==> src/mwsm_pkg.sv <==
// ----------------------------------------------------------------------------
// mwsm_pkg
// Shared types and constants for the mecanum wheel speed mixer.
// ----------------------------------------------------------------------------
`default_nettype none
package mwsm_pkg;

   localparam int VEL_W    = 15;
   localparam int MIX_W    = 17;
   localparam int MAG_W    = 16;
   localparam int LIM_W    = 15;
   localparam int WHEEL_W  = 16;
   localparam int WHEELS   = 4;
   localparam int QUO_W    = LIM_W;
   localparam int PROD_W   = MAG_W + LIM_W;
   localparam logic [LIM_W-1:0] LIM_RESET = 15'd8000;

   localparam int WH_FL = 0;
   localparam int WH_FR = 1;
   localparam int WH_BL = 2;
   localparam int WH_BR = 3;

   typedef struct packed {
      logic                                valid;
      logic                                scaled;
      logic [MAG_W-1:0]                    peak;
      logic [WHEELS-1:0]                   neg;
      logic [WHEELS-1:0][WHEEL_W-1:0]      raw;
      logic [WHEELS-1:0][PROD_W-1:0]       rem;
      logic [WHEELS-1:0][QUO_W-1:0]        quo;
   } mwsm_item_type;

endpackage
`default_nettype wire

==> src/mwsm_front.sv <==
// ----------------------------------------------------------------------------
// mwsm_front
// Wheel mixing, peak search and scaling products, two register stages.
// ----------------------------------------------------------------------------
`default_nettype none
module mwsm_front
   import mwsm_pkg::*;
(
   input  wire logic                     clock,
   input  wire logic                     reset,
   input  wire logic                     adv,
   input  wire logic                     in_valid,
   input  wire logic signed [VEL_W-1:0]  vel_x,
   input  wire logic signed [VEL_W-1:0]  vel_y,
   input  wire logic signed [VEL_W-1:0]  vel_w,
   input  wire logic [LIM_W-1:0]         lim,
   output mwsm_item_type                 item_ff
);

   logic                                  mix_valid_ff;
   logic signed [WHEELS-1:0][MIX_W-1:0]   mix_ff;
   logic signed [MIX_W-1:0]               x_e, y_e, w_e;
   logic [WHEELS-1:0][MIX_W-1:0]          mix_in;
   logic [WHEELS-1:0][MAG_W-1:0]          mag;
   logic [MAG_W-1:0]                      pk_a, pk_b, peak;
   mwsm_item_type                         item_in;

   always_comb begin
      x_e = MIX_W'(vel_x);
      y_e = MIX_W'(vel_y);
      w_e = MIX_W'(vel_w);
      mix_in[WH_FL] = x_e + y_e - w_e;
      mix_in[WH_FR] = y_e - x_e - w_e;
      mix_in[WH_BL] = x_e - y_e - w_e;
      mix_in[WH_BR] = MIX_W'(0) - x_e - y_e - w_e;
   end

   always_ff @(posedge clock) begin
      if (reset) begin
         mix_valid_ff <= 1'b0;
      end else if (adv) begin
         mix_valid_ff <= in_valid;
         mix_ff       <= mix_in;
      end
   end

   always_comb begin
      for (int i = 0; i < WHEELS; i++) begin
         mag[i] = mix_ff[i][MIX_W-1] ? MAG_W'(MIX_W'(0) - mix_ff[i]) : mix_ff[i][MAG_W-1:0];
      end
      pk_a = (mag[0] > mag[1]) ? mag[0] : mag[1];
      pk_b = (mag[2] > mag[3]) ? mag[2] : mag[3];
      peak = (pk_a > pk_b) ? pk_a : pk_b;
      item_in.valid  = mix_valid_ff;
      item_in.peak   = peak;
      item_in.scaled = peak > MAG_W'(lim);
      for (int i = 0; i < WHEELS; i++) begin
         item_in.neg[i] = mix_ff[i][MIX_W-1];
         item_in.raw[i] = mix_ff[i][WHEEL_W-1:0];
         item_in.rem[i] = PROD_W'(mag[i]) * PROD_W'(lim);
         item_in.quo[i] = '0;
      end
   end

   always_ff @(posedge clock) begin
      if (reset) begin
         item_ff.valid <= 1'b0;
      end else if (adv) begin
         item_ff <= item_in;
      end
   end

endmodule
`default_nettype wire

==> config.mk <==
export PLATFORM = sky130hd
export DESIGN_NAME = mwsm_front
export DESIGN_NICKNAME = d
export VERILOG_FILES = /design/src/mwsm_pkg.sv /design/src/mwsm_front.sv
export SDC_FILE = /design/constraint.sdc
export NUM_CORES = 2
export LEC_CHECK = 0
export BUFFER_PORTS_ARGS = -buffer_cell sky130_fd_sc_hd__buf_4
export CAP_MARGIN = 10
export CORE_UTILIZATION = 35
export CTS_CLUSTER_DIAMETER = 150
export CTS_CLUSTER_SIZE = 14
export DETAILED_ROUTE_END_ITERATION = 10
export HOLD_SLACK_MARGIN = 0.1
export SYNTH_ARGS = -nofsm -noshare
export SYNTH_HDL_FRONTEND = slang
export SYNTH_SLANG_ARGS = --single-unit
==> constraint.sdc <==
create_clock -name clock -period 18.41 [get_ports clock]
set_input_delay 3.682 -clock clock [delete_from_list [all_inputs] [get_ports clock]]
set_output_delay 3.682 -clock clock [all_outputs]
set_load 0.01 [all_outputs]
# Word level (Yosys, flattened, before mapping)
# Index checks and enable logic that the tools add are counted.
[word_totals]
regBits = 279
output_inout_bits = 270
elab_cells = 47
[classes]
add_sub_neg = 13
n_mul = 4
order_cmp = 4
mux = 7
bitwise_logic = 1
reduce_logical = 1
[op_table]
columns = ["operator", "n"]
rows = [
  ["16-bit by 15-bit multiplier with 31-bit output", 4],
  ["16-bit two-way mux", 7],
  ["16-bit by 15-bit subtractor with 17-bit output", 4],
  ["1-bit by 16-bit subtractor with 16-bit output, first input constant", 4],
  ["16-bit > comparator", 3],
  ["15-bit by 15-bit subtractor with 16-bit output", 2],
  ["17-bit by 15-bit subtractor with 17-bit output", 1],
  ["15-bit by 15-bit adder with 16-bit output", 1],
  ["16-bit by 15-bit > comparator with 1-bit output", 1],
  ["1-bit by 15-bit subtractor with 16-bit output, first input constant", 1],
  ["2-bit AND reduction", 1],
  ["1-bit NOT", 1],
]

# Longest topological paths before layout
[depth]
depth_word = 7
mapped_depth = 42

# Worst setup path before layout
# No wires, ideal clock.
[synth_timing]
path_kind = "input port to flip-flop"
from = "in reset"
to = "reg item_ff[100] in the netlist's numbering (enable)"
setup_ps = 952
arrival_ps = 15794
required_ps = 17458
slack_ps = 1665
cell_stages = 1
path_buffers = 0
cell_sequence = "nor2b_1"
[synth_between]
elab_chain_len = 2
[synth_lines]
columns = ["element", "line_no", "text"]
rows = [
  ["start, declared", "mwsm_front.sv:10", "input wire logic reset,"],
  ["1-bit NOT (no line)", "-", ""],
  ["2-bit AND reduction (no line)", "-", ""],
  ["end signal, assigned", "mwsm_front.sv:69", "item_ff <= item_in;"],
  ["end, declared", "mwsm_front.sv:17", "output mwsm_item_type item_ff"],
]
# No other way between the ends.
# A chain may end at the register's enable or synchronous reset.

==> impl_metrics.tcl <==
set metrics [dict create \
    mappedNetlistArea_um2 46500 \
    count_of_instances_resized_after_the_clock_tree_is_built 0 \
    startpoint "lim[2]" \
    timing_max_transition_violations_final 0 \
    timing.slew.headroom 0.212 \
    netlist_top_cells_area "fa_1 (34%), edfxtp_1 (18%), ha_1 (14%)" \
    setup.reg_to_reg.worst_slack_ns 8.53 \
    antenna_found_initial 7 \
    crit-reg2reg-capture "item_ff[268]" \
    global_route.overflow_total 0 \
    core.rowCount 133 \
    postCtsSetupRepairBufs 0 \
    final_layout_size_suffix_gt1_frac 0.0878 \
    dominantRegCellSynth "edfxtp_1" \
    synth_edf_count 274 \
    first_pass_iters 8 \
    dr.first_iter.drc_count 2604 \
    placement.io_buffers 273 \
    grt_start_max_net_pins 69 \
    placed_instances 6749 \
    ff_latch_area_um2 8270 \
    drv_cap 0 \
    area_overhead_vs_synth_pct 10.5 \
    grt_first_pass_wirelength_um 210000 \
    cp.required_ns 18.80 \
    worstReg2RegStart "item_in[200]" \
    post-route-cell-area_um2 51300 \
    die_area_um2 134000 \
    layout_commonest_cell "inv_1" \
    class_of_the_tightest_hold_or_removal_check "register to register" \
    post-synth-top-area-cell "fa_1" \
    layout.cells.most_common_list "inv_1 (878), fa_1 (780), nand2_1 (681)" \
    timing.reg2reg.worst_path_depth 33 \
    asyncSetResetFlopFracSynth 0 \
    fillers 13000 \
    netlist_instances 4813 \
    timing.final.crit_period_ns 10.11 \
    status "finished, final reports clean" \
    cts_tree "yes" \
    critical_path.max_fanout 36 \
    route.antenna.remaining_nets 0 \
    floorplan.die.height_um 366 \
    route.detailed.wl_per_inst_um 20.1 \
    synth_top_area_share 0.336 \
    yosys_warnings 0 \
    via_per_inst 5.01 \
    fmax_mhz 98.9 \
    worstMarginPinSlew_ns 1.17 \
    num_io_pins 334 \
    crit_arrival_ns 10.50 \
    crit_end_element "register" \
    startpoint_of_the_lowest_slack_hold_path "mix_valid_ff" \
    hpwl_um 107000 \
    cp-start-kind "input port" \
    clockRootBuffer "clkbuf_16" \
    initial_core_util 0.353 \
    final_core_utilization 0.390 \
    synth.distinct_cells 75 \
    multi_input_logic_area_um2 34100 \
    postPlaceCellArea_um2 50600 \
    rsz_0062_raised_after_global_routing "no" \
    global_route.usage.total 0.204 \
    htreeDepth 1 \
    cts_made_buffers 25 \
    totalWireLength_um 136000 \
    synth-seq-area-share 0.178 \
    skew_ns 0.0271 \
    hold_end "item_ff[269]" \
    clock-sinks 276 \
    clkLatencyLatePin_ns 0.63 \
    detail_route.drc_violations 0 \
    report.final.hold_viol_count 0 \
    bufs_on_longest_clock_path 3 \
    gpl.final_weighted_congestion 0.943 \
    post_layout_nonfiller_instances 6790 \
    num-nets-final 6399 \
    syn_area_per_cell_um2 9.65 \
    timing.setup.tns_ns 0 \
    ratio_of_final_minimum_period_to_clock_period 0.549 \
    synth-seq-cells 276 \
    via_count_of_the_first_global_routing_pass 35800 \
    crit_type "input port to register" \
    cts.hold.buffers_added 0 \
    core_area_um2 132000 \
    worstHoldPathCells 2 \
    setup-violations-final 0 \
    detailroute.via_count 34000 \
    die_w_um 366 \
    path_clk_slew_ns 0.08 \
]
cell type report:
type | count | share of cell area
timing repair buffer | 352 | 0.0515
inverter | 891 | 0.0652
clock buffer | 35 | 0.0129
antenna | 1 | 0.0000488
clock inverter | 5 | 0.00115
sequential | 276 | 0.161
tap | 1755 | 0.0428
multi-input combinational | 3475 | 0.665
layer usage:
| metal | vias to the layer above | GRT usage | routed length (um) | share of wire |
|---|---|---|---|---|
| met5 | - | 0 | 83 | 0.00061 |
| met4 | 10 | 0.0700 | 5120 | 0.038 |
| met3 | 245 | 0.0521 | 13000 | 0.095 |
| met2 | 1350 | 0.325 | 61300 | 0.45 |
| met1 | 17000 | 0.269 | 56700 | 0.42 |
| li1 | 15400 | - | - | - |
worst max path at each step:
stage / slack, ns / cells after the start / end
after floorplan: 1.66 / 1 / item_ff[100]
after global placement: 7.84 / 21 / item_ff[180]
after detailed placement: 7.66 / 21 / item_ff[180]
after CTS: 8.35 / 21 / item_ff[180]
after global routing: 7.95 / 21 / item_ff[121]
final: 8.30 / 21 / item_ff[180]
state kept, by name, summed over array words and instances (netlist names):
register	flops
item_in	67
item_ff	208
mix_valid_ff	1
cell families (layout without fill, tap and decap cells):
group / Yosys count / in the layout / synth area share
flops: 276 / 276 / 0.178
buf+inv: 1121 / 1283 / 0.0960
other cells: 1 / 61 / 0.0000807
compound gates: 476 / 476 / 0.0668
simple gates: 1379 / 1379 / 0.131
mux: 34 / 34 / 0.00795
fa+ha+maj: 1314 / 1314 / 0.480
xor+xnor: 212 / 212 / 0.0401
stage by stage:
| step | hold slack [ns] | worst slack, ns |
|---|---|---|
| CTS | 0.503 | 8.35 |
| global placement | 0.478 | 7.84 |
| global route | 0.532 | 7.95 |
| finish | 0.497 | 8.30 |
| floorplan | 0.443 | 1.66 |
| detailed placement | 0.485 | 7.66 |
critical path, cell delays in order:
cell     delay (ns)
buf_4          0.41
inv_1          0.68
nor2_1         0.35
fa_1           0.49
fa_1           0.46
fa_1           0.54
inv_1          0.05
fa_1           0.48
fa_1           0.49
inv_1          0.05
fa_1           0.43
ha_1           0.24
or4_1          0.52
a21oi_1        0.20
nor3_1         0.11
o311a_1        0.36
o22ai_1        0.34
o211a_1        0.23
o21ai_0        0.09
a21oi_1        0.18
xnor2_1        0.08
cell usage after synthesis, drive strengths merged (48+ instances only):
cell,number
a21o,48
a21oi,136
and2,168
buf,69
clkbuf,161
edfxtp,274
fa,780
ha,534
inv,880
nand2,681
nor2,313
o21ai,90
xnor2,160
xor2,52
Power is not shown: default switching activity piles up to over one toggle a cycle in this logic, so the estimate is an artifact.
