--- src/mwsm_pkg.sv ---
// ----------------------------------------------------------------------------
// mwsm_pkg
// Shared types and constants for the mecanum wheel speed mixer.
// ----------------------------------------------------------------------------
`default_nettype none
package mwsm_pkg;

   localparam int VEL_W    = 15;
   localparam int MIX_W    = 17;
   localparam int MAG_W    = 16;
   localparam int LIM_W    = 15;
   localparam int WHEEL_W  = 16;
   localparam int WHEELS   = 4;
   localparam int QUO_W    = LIM_W;
   localparam int PROD_W   = MAG_W + LIM_W;
   localparam logic [LIM_W-1:0] LIM_RESET = 15'd8000;

   localparam int WH_FL = 0;
   localparam int WH_FR = 1;
   localparam int WH_BL = 2;
   localparam int WH_BR = 3;

   typedef struct packed {
      logic                                valid;
      logic                                scaled;
      logic [MAG_W-1:0]                    peak;
      logic [WHEELS-1:0]                   neg;
      logic [WHEELS-1:0][WHEEL_W-1:0]      raw;
      logic [WHEELS-1:0][PROD_W-1:0]       rem;
      logic [WHEELS-1:0][QUO_W-1:0]        quo;
   } mwsm_item_type;

endpackage
`default_nettype wire

--- src/mwsm_cell.sv ---
// ----------------------------------------------------------------------------
// mwsm_cell
// One restoring division step: settles one quotient bit for all four wheels.
// ----------------------------------------------------------------------------
`default_nettype none
module mwsm_cell
   import mwsm_pkg::*;
#(
   parameter int BIT = 0
)
(
   input  wire logic          clock,
   input  wire logic          reset,
   input  wire logic          adv,
   input  wire mwsm_item_type item_in,
   output mwsm_item_type      item_ff
);

   localparam int SUB_W = PROD_W + 1;

   logic [WHEELS-1:0][SUB_W-1:0] diff;
   logic [SUB_W-1:0]             div_sh;
   mwsm_item_type                item_nx;

   always_comb begin
      item_nx = item_in;
      div_sh  = SUB_W'(item_in.peak) << BIT;
      for (int i = 0; i < WHEELS; i++) begin
         diff[i] = {1'b0, item_in.rem[i]} - div_sh;
         if (!diff[i][SUB_W-1]) begin
            item_nx.rem[i]      = diff[i][PROD_W-1:0];
            item_nx.quo[i][BIT] = 1'b1;
         end
      end
   end

   always_ff @(posedge clock) begin
      if (reset) begin
         item_ff.valid <= 1'b0;
      end else if (adv) begin
         item_ff <= item_nx;
      end
   end

endmodule
`default_nettype wire

--- config.mk ---
export PLATFORM = sky130hd
export DESIGN_NAME = mwsm_cell
export DESIGN_NICKNAME = d
export VERILOG_FILES = /design/src/mwsm_pkg.sv /design/src/mwsm_cell.sv
export SDC_FILE = /design/constraint.sdc
export NUM_CORES = 1
export LEC_CHECK = 0
export BUFFER_PORTS_ARGS = -buffer_cell sky130_fd_sc_hd__buf_2
export CORE_AREA = 5 5 207 209
export CTS_CLUSTER_DIAMETER = 200
export DETAILED_ROUTE_END_ITERATION = 8
export DIE_AREA = 0 0 212 214
export SETUP_SLACK_MARGIN = 0.15
export SLEW_MARGIN = 15
export SYNTH_ARGS = -nofsm -noshare
export SYNTH_HDL_FRONTEND = slang
export SYNTH_SLANG_ARGS = --single-unit
--- constraint.sdc ---
create_clock -name clock -period 24.7 [get_ports clock]
set_input_delay 0 -clock clock [delete_from_list [all_inputs] [get_ports clock]]
set_output_delay 0 -clock clock [all_outputs]
set_load 0.05 [all_outputs]
## Word-level counts from Yosys, hierarchy flattened

Cells that the tools add are included.

| cells by class | value |
|---|---|
| bitwise operators | 1 |
| mux-type cells | 4 |
| reduce and logical (&&, ||, !) cells | 1 |
| add/subtract/negate cells | 4 |

Operators with widths:

| cell | number |
|---|---|
| $sub A31 B16 Y32 | 4 |
| $mux W31 | 4 |
| $reduce_and A2 Y1 | 1 |
| $not A1 Y1 | 1 |

| storage, ports and cells | value |
|---|---|
| word-level logic and storage cells | 30 |
| bits in registers | 270 |
| output and inout bits | 270 |
| bits of input ports | 273 |

## Logic depth before layout (Yosys ltp)

Gate-level depths: netlist (run 1).

| depth | value |
|---|---|
| word-level depth | 2 |
| gate-level depth with buffers | 12 |
| mapped depth without buffers | 10 |

## Worst setup path after synthesis (run 1)

Ideal clock, no wire load.

| path | value |
|---|---|
| path kind | input-to-reg |
| start | input reset |
| end | register item_ff[0] (netlist bit) (enable) |
| setup time | 0.941 ns |
| stages on the path | 1 |
| arrival time | 11.892 ns |
| buffers on the path | 0 |
| data required time | 23.759 ns |
| path slack | 11.868 ns |
| cell sequence | nor2b_1 |

| on the way | value |
|---|---|
| cells in the longest elaborated chain, start to end | 2 |

RTL lines:

| what | RTL line | source |
|---|---|---|
| from (decl) | mwsm_cell.sv:13 | `input wire logic reset,` |
| $not A1 Y1 (no line) | n/a |  |
| $reduce_and A2 Y1 (no line) | n/a |  |
| to (signal assigned) | mwsm_cell.sv:41 | `item_ff <= item_nx;` |
| to (decl) | mwsm_cell.sv:16 | `output mwsm_item_type item_ff` |

No other way between the ends.
A chain may end at the register's enable or synchronous reset.

==> results of run 1 <==
-- Yosys cell counts, types with 6 or more instances --
cell	instances
nor2_1	83
a21o_1	21
inv_1	38
a21oi_1	83
o31ai_1	11
o211ai_1	7
nand4_1	13
nor3_1	22
or4_1	12
nand2_1	103
xnor2_1	56
nand2b_1	15
nand3_1	31
nor2b_1	16
o21ai_0	61
xor2_1	48
o21a_1	9
clkbuf_1	24
a211oi_1	14
edfxtp_1	269
nor4_1	29
or3_1	11
ha_1	64
buf_2	7
and2_1	6
and3_1	6
-- cells by family (layout without fill, tap and decap cells) --
group / after synthesis / in the layout / share of synthesized area
xor+xnor: 104 / 104 / 0.0659
flops: 270 / 270 / 0.586
compound gates: 261 / 261 / 0.122
mux: 3 / 3 / 0.00226
fa+ha+maj: 68 / 68 / 0.0637
buf+inv: 72 / 949 / 0.0208
other cells: 0 / 13 / 0
simple gates: 379 / 379 / 0.140
-- where the power goes --
part           switching [mW]  internal, mW  total [mW]  leakage [nW]
Clock                   0.195         0.322       0.517         0.560
Combinational           0.246         0.118       0.364          5.70
Sequential             0.0101         0.550       0.560          2.54
Total                   0.451         0.990        1.44          8.80
-- critical path: cells and delay by family --
kind	cells	cell delay [ps]
and+or+nand+nor	3	1150
AOI/OAI and AO/OA	3	1400
xor gates and xnor gates	1	190
adders and majority gates	1	300
buffers and inverters	4	1540
-- final cells by class --
type,instances,area [µm²],area share
sequential,270,8100,0.379
timing repair buffer,851,5800,0.272
multi-input combinational,815,5450,0.255
clock buffer,41,898,0.0421
tap,532,666,0.0312
clock inverter,19,250,0.0117
inverter,38,143,0.00668
antenna,13,32.5,0.00152
-- through the flow --
stage / util / hold slack (ps)
finish: 0.525 / 190
global route: 0.525 / 160
CTS: 0.524 / 149
detailed placement: 0.421 / 178
global placement: 0.421 / 177
floorplan: - / 72.4
-- what timing repair did --
item	4_1_cts	5_1_grt
endpoints found under the setup margin	0	0
buffers inserted	0	0
hold endpoints to repair	285	0
hold buffers	303	0
-- layer usage --
| metal | up-vias | track usage |
|---|---|---|
| li1 | 6124 | - |
| met1 | 6100 | 0.266 |
| met2 | 482 | 0.408 |
| met3 | 80 | 0.0528 |
| met4 | 0 | 0.0730 |
| met5 | - | 0 |
-- worst max path at each step --
stage / start / endpoint
finish: item_in[253] / item_ff[86]
global route: item_in[253] / item_ff[90]
CTS: item_in[253] / item_ff[86]
detailed placement: item_in[253] / item_ff[86]
global placement: item_in[253] / item_ff[86]
floorplan: reset / item_ff[0]
==> results_dict.tcl, run 1 <==
set metrics [dict create \
    yosys-top-cells-area "edfxtp_1 58%, ha_1 5.8%, xnor2_1 3.5%, xor2_1 3.0%, a21oi_1 3.0%" \
    worstMarginPinSlew_ps 1170 \
    syn_inst 1157 \
    max_freq_mhz 231 \
    finalNetCount 2351 \
    reg2reg_to "item_ff[269]" \
    ys_types 72 \
    first_pass_iters 5 \
    gp_congestion 0.882 \
    cap_viol_max_count 0 \
    tns_ps 0 \
    wl_met2_um 27900 \
    critPathRequiredTime_ps 24980 \
    hold_path_depth 2 \
    drt_wl_total_um 54000 \
    start_kind "input pin" \
    layout-drive-gt1-share 0.303 \
    whs_endpoint "item_ff[12]" \
    n_fill_cell 3545 \
    grt.overflow.total 0 \
    std_cell_rows 74 \
    grt_antenna_before_repair 13 \
    dieArea_mm2 0.0454 \
    highest_layer "met4" \
    synth_top_flop_cell "edfxtp_1" \
    die_x_um 212 \
    port_buffers 542 \
    leakagePower_nw 8.80 \
    mostFrequentLayoutCells "542 x buf_2, 303 x dlygate4sd3_1, 269 x edfxtp_1, 103 x nand2_1, 83 x a21oi_1" \
    arrival_ps 4600 \
    place_inst 2203 \
    wl_met3_um 3870 \
    insertion_delay_ps 520 \
    critPathMaxStageDelay_ps 830 \
    h-tree-depth 2 \
    synth_top_area_share 0.584 \
    final_common_cell "buf_2" \
    numCtsBuffers 34 \
    relSlewSlack 0.211 \
    largest_reg_flops 270 \
    period_share 0.175 \
    place_ws_ps 20920 \
    place_area_mm2 0.0171 \
    wl_met1_um 20900 \
    syn_avg_cell_area_um2 11.9 \
    crit_type "input pin to register" \
    fp.coreArea_mm2 0.0406 \
    grt_pass1_wl_um 80200 \
    io_pins 543 \
    slowest_stage "nor2_1" \
    power.density_mw_per_mm2 67.5 \
    min_from "item_in[12]" \
    cts_sinks 270 \
    top_register "item_ff" \
    setup_viol 0 \
    power_mw 1.44 \
    synth-edff-count 269 \
    async_reset_ff_frac 0 \
    worst_r2r_path_depth 3 \
    worstReg2RegStart "item_ff[269]" \
    vias_per_cell 4.96 \
    synth-seq-cells 270 \
    final_area_mm2 0.0213 \
    path_cells "dlygate4sd3_1, buf_2, inv_1, ha_1, nor2b_1, o31a_1, o311ai_0, a2111oi_0, nor2_1, nor4_1, xor2_1, dlygate4sd3_1" \
    slew_viol_final 0 \
    ys.warnings.count 0 \
    clock_skew_ps 0 \
    synthesis.area_mm2 0.0138 \
    die_h_um 214 \
    critical_path.max_fanout 14 \
    clk_pin_slew_ps 60 \
    final_cell_count_no_fill 2579 \
    fin_ws_ps 20380 \
    vdd_drop_max_mv 0.0525 \
    cts_buffer_depth 3 \
    grt_usage 0.227 \
    ys_seq_area_frac 0.586 \
    hold_path_class "input pin to register" \
    areaGrowthSynthToFinish_pct 54.4 \
    cp-end-kind "register" \
    cts-resized-gates 0 \
    ff2ff_setup_slack_ps 23520 \
    fin_crit_ps 4320 \
    reg.largest.list "item_ff: 270 flops" \
    vias 12800 \
    crit_path_frequent_cell "dlygate4sd3_1" \
    root_buffer "clkbuf_16" \
    grt_max_degree 180 \
    netlist.top_cell.by_area "edfxtp_1" \
    synth_nets 1498 \
    rsz0062_at_grt "false" \
    initial_core_util 0.340 \
    drtAntennaViolNets 0 \
    drc 0 \
    grt_pass1_vias 13300 \
    post-dp-hpwl_um 40200 \
    run_status "finished clean" \
    cts_tree "built" \
    hold_viol_final 0 \
    dr.first_iter.drc_count 849 \
    avgRoutedWirePerCell_um 21.0 \
]
Power figures use the tool's default switching activity.
==> inputs of run 2 (changes only) <==
CORE_AREA = 5 5 210 212   (was 5 5 207 209)
DIE_AREA = 0 0 215 217   (was 0 0 212 214)
clock period = 3.9 ns   (was 24.7 ns; I/O delays follow)
==> run 2 against run 1 <==
Against the previous run: non-clock buffer count grew 2; first-iteration DRC count grew 6.6%; sequential power grew to 6.3 times the previous value; largest power group unchanged.
==> results_dict.tcl, run 2 (same netlist as run 1, synthesis figures left out) <==
set metrics [dict create \
    cap_viol_max_count 0 \
    n_fill_cell 3620 \
    grt_antenna_before_repair 14 \
    arrival_ps 3960 \
    run_status "finished clean" \
    place_inst 2219 \
    whs_ps 150 \
    tns_ps 0 \
    dr.first_iter.drc_count 905 \
    mostFrequentLayoutCells "542 x buf_2, 295 x dlygate4sd3_1, 269 x edfxtp_1, 103 x nand2_1, 83 x a21oi_1" \
    std_cell_rows 75 \
    drt_wl_total_um 56300 \
    die_h_um 217 \
    final_cell_count_no_fill 2593 \
    reg.largest.list "item_ff: 270 flops" \
    cts_buffer_depth 3 \
    grt_usage 0.228 \
    avgRoutedWirePerCell_um 21.7 \
    fin_ws_ps 203 \
    insertion_delay_ps 530 \
    largest_reg_flops 270 \
    leakagePower_nw 8.77 \
    layout-drive-gt1-share 0.309 \
    fin_crit_ps 3700 \
    grt_pass1_wl_um 81700 \
    post-dp-hpwl_um 41700 \
    max_freq_mhz 271 \
    initial_core_util 0.331 \
    first_pass_iters 7 \
    period_share 0.948 \
    critPathRequiredTime_ps 4170 \
    vias_per_cell 5.00 \
    port_buffers 542 \
    h-tree-depth 2 \
    gp_congestion 0.879 \
    power.density_mw_per_mm2 417 \
    cts_sinks 270 \
    clock_skew_ps 0 \
    final_common_cell "buf_2" \
    dieArea_mm2 0.0467 \
    die_x_um 215 \
    root_buffer "clkbuf_16" \
    top_register "item_ff" \
    cts_tree "built" \
    critical_path.max_fanout 11 \
    drc 0 \
    place_ws_ps 637 \
    rsz0062_at_grt "true" \
    setup_viol 0 \
    numCtsBuffers 34 \
    vdd_drop_max_mv 0.266 \
    drtAntennaViolNets 0 \
    relSlewSlack 0.290 \
    clk_pin_slew_ps 60 \
    worstMarginPinSlew_ps 1060 \
    cp-end-kind "register" \
    hold_path_class "input pin to register" \
    grt_pass1_vias 13500 \
    crit_type "input pin to register" \
    grt.overflow.total 0 \
    fp.coreArea_mm2 0.0418 \
    power_mw 8.89 \
    io_pins 543 \
    slew_viol_final 0 \
    finalNetCount 2353 \
    areaGrowthSynthToFinish_pct 54.1 \
    vias 13000 \
    hold_viol_final 0 \
    start_kind "input pin" \
    grt_max_degree 170 \
]
[run 2: cell count changes in the layout (fill, tap and decap cells not counted), sizes merged]
cell         change
buf             +10
diode            +3
clkbuf           -2
bufinv           -5
dlygate4sd3      -8
clkinv           +6
clkinvlp         +3
[run 2: metal layers]
layer / track usage / share of wire
met5: 0 / 0
met4: 0.0843 / 0.039
met3: 0.0595 / 0.067
met2: 0.411 / 0.51
met1: 0.262 / 0.38
[run 2: final timing paths]
path | startpoint | slack, ps | cells after the start | end
min | adv | 150 | 3 | item_ff[189]
max | item_in[262] | 200 | 13 | item_ff[151]
min reg2reg | item_ff[269] | 1050 | 3 | item_ff[269]
max reg2reg | item_ff[269] | 2760 | 3 | item_ff[269]
[run 2: final cells by class]
| type | count | area [µm²] | share of cell area |
|---|---|---|---|
| Sequential cell | 270 | 8100 | 0.380 |
| Antenna cell | 16 | 40.0 | 0.00188 |
| Clock buffer | 39 | 891 | 0.0418 |
| Inverter | 38 | 146 | 0.00687 |
| Timing Repair Buffer | 853 | 5810 | 0.273 |
| Clock inverter | 23 | 179 | 0.00840 |
| Tap cell | 539 | 674 | 0.0317 |
| Multi-Input combinational cell | 815 | 5460 | 0.256 |
[run 2: worst max-delay path: stages]
cell           delay, ps
dlygate4sd3_1        540
buf_2                130
inv_1                350
ha_1                 410
and4_1               270
and3_1               230
a32o_1               270
a2111oi_4            310
or2_1                380
buf_4                250
nor4_1                80
xor2_1               150
dlygate4sd3_1        590
[run 2: what timing repair did]
action / in CTS / in global routing
hold buffers: 295 / 0
buffers inserted: 0 / 1
endpoints found under the setup margin: 0 / 11
hold endpoints to repair: 270 / 0
resized for setup: 0 / 6
[run 2: power breakdown]
group / internal (mW) / leakage [nW] / switching, mW / total [mW]
clock network: 1.73 / 0.512 / 1.29 / 3.02
registers: 3.48 / 2.54 / 0.0671 / 3.55
logic: 0.749 / 5.72 / 1.57 / 2.32
[run 2: through the flow]
| step | cell area (µm²) | utilization |
|---|---|---|
| floorplan | 13800 | - |
| global placement | 17200 | 0.412 |
| detailed placement | 17200 | 0.412 |
| CTS | 21200 | 0.509 |
| global route | 21300 | 0.510 |
| finish | 21300 | 0.510 |
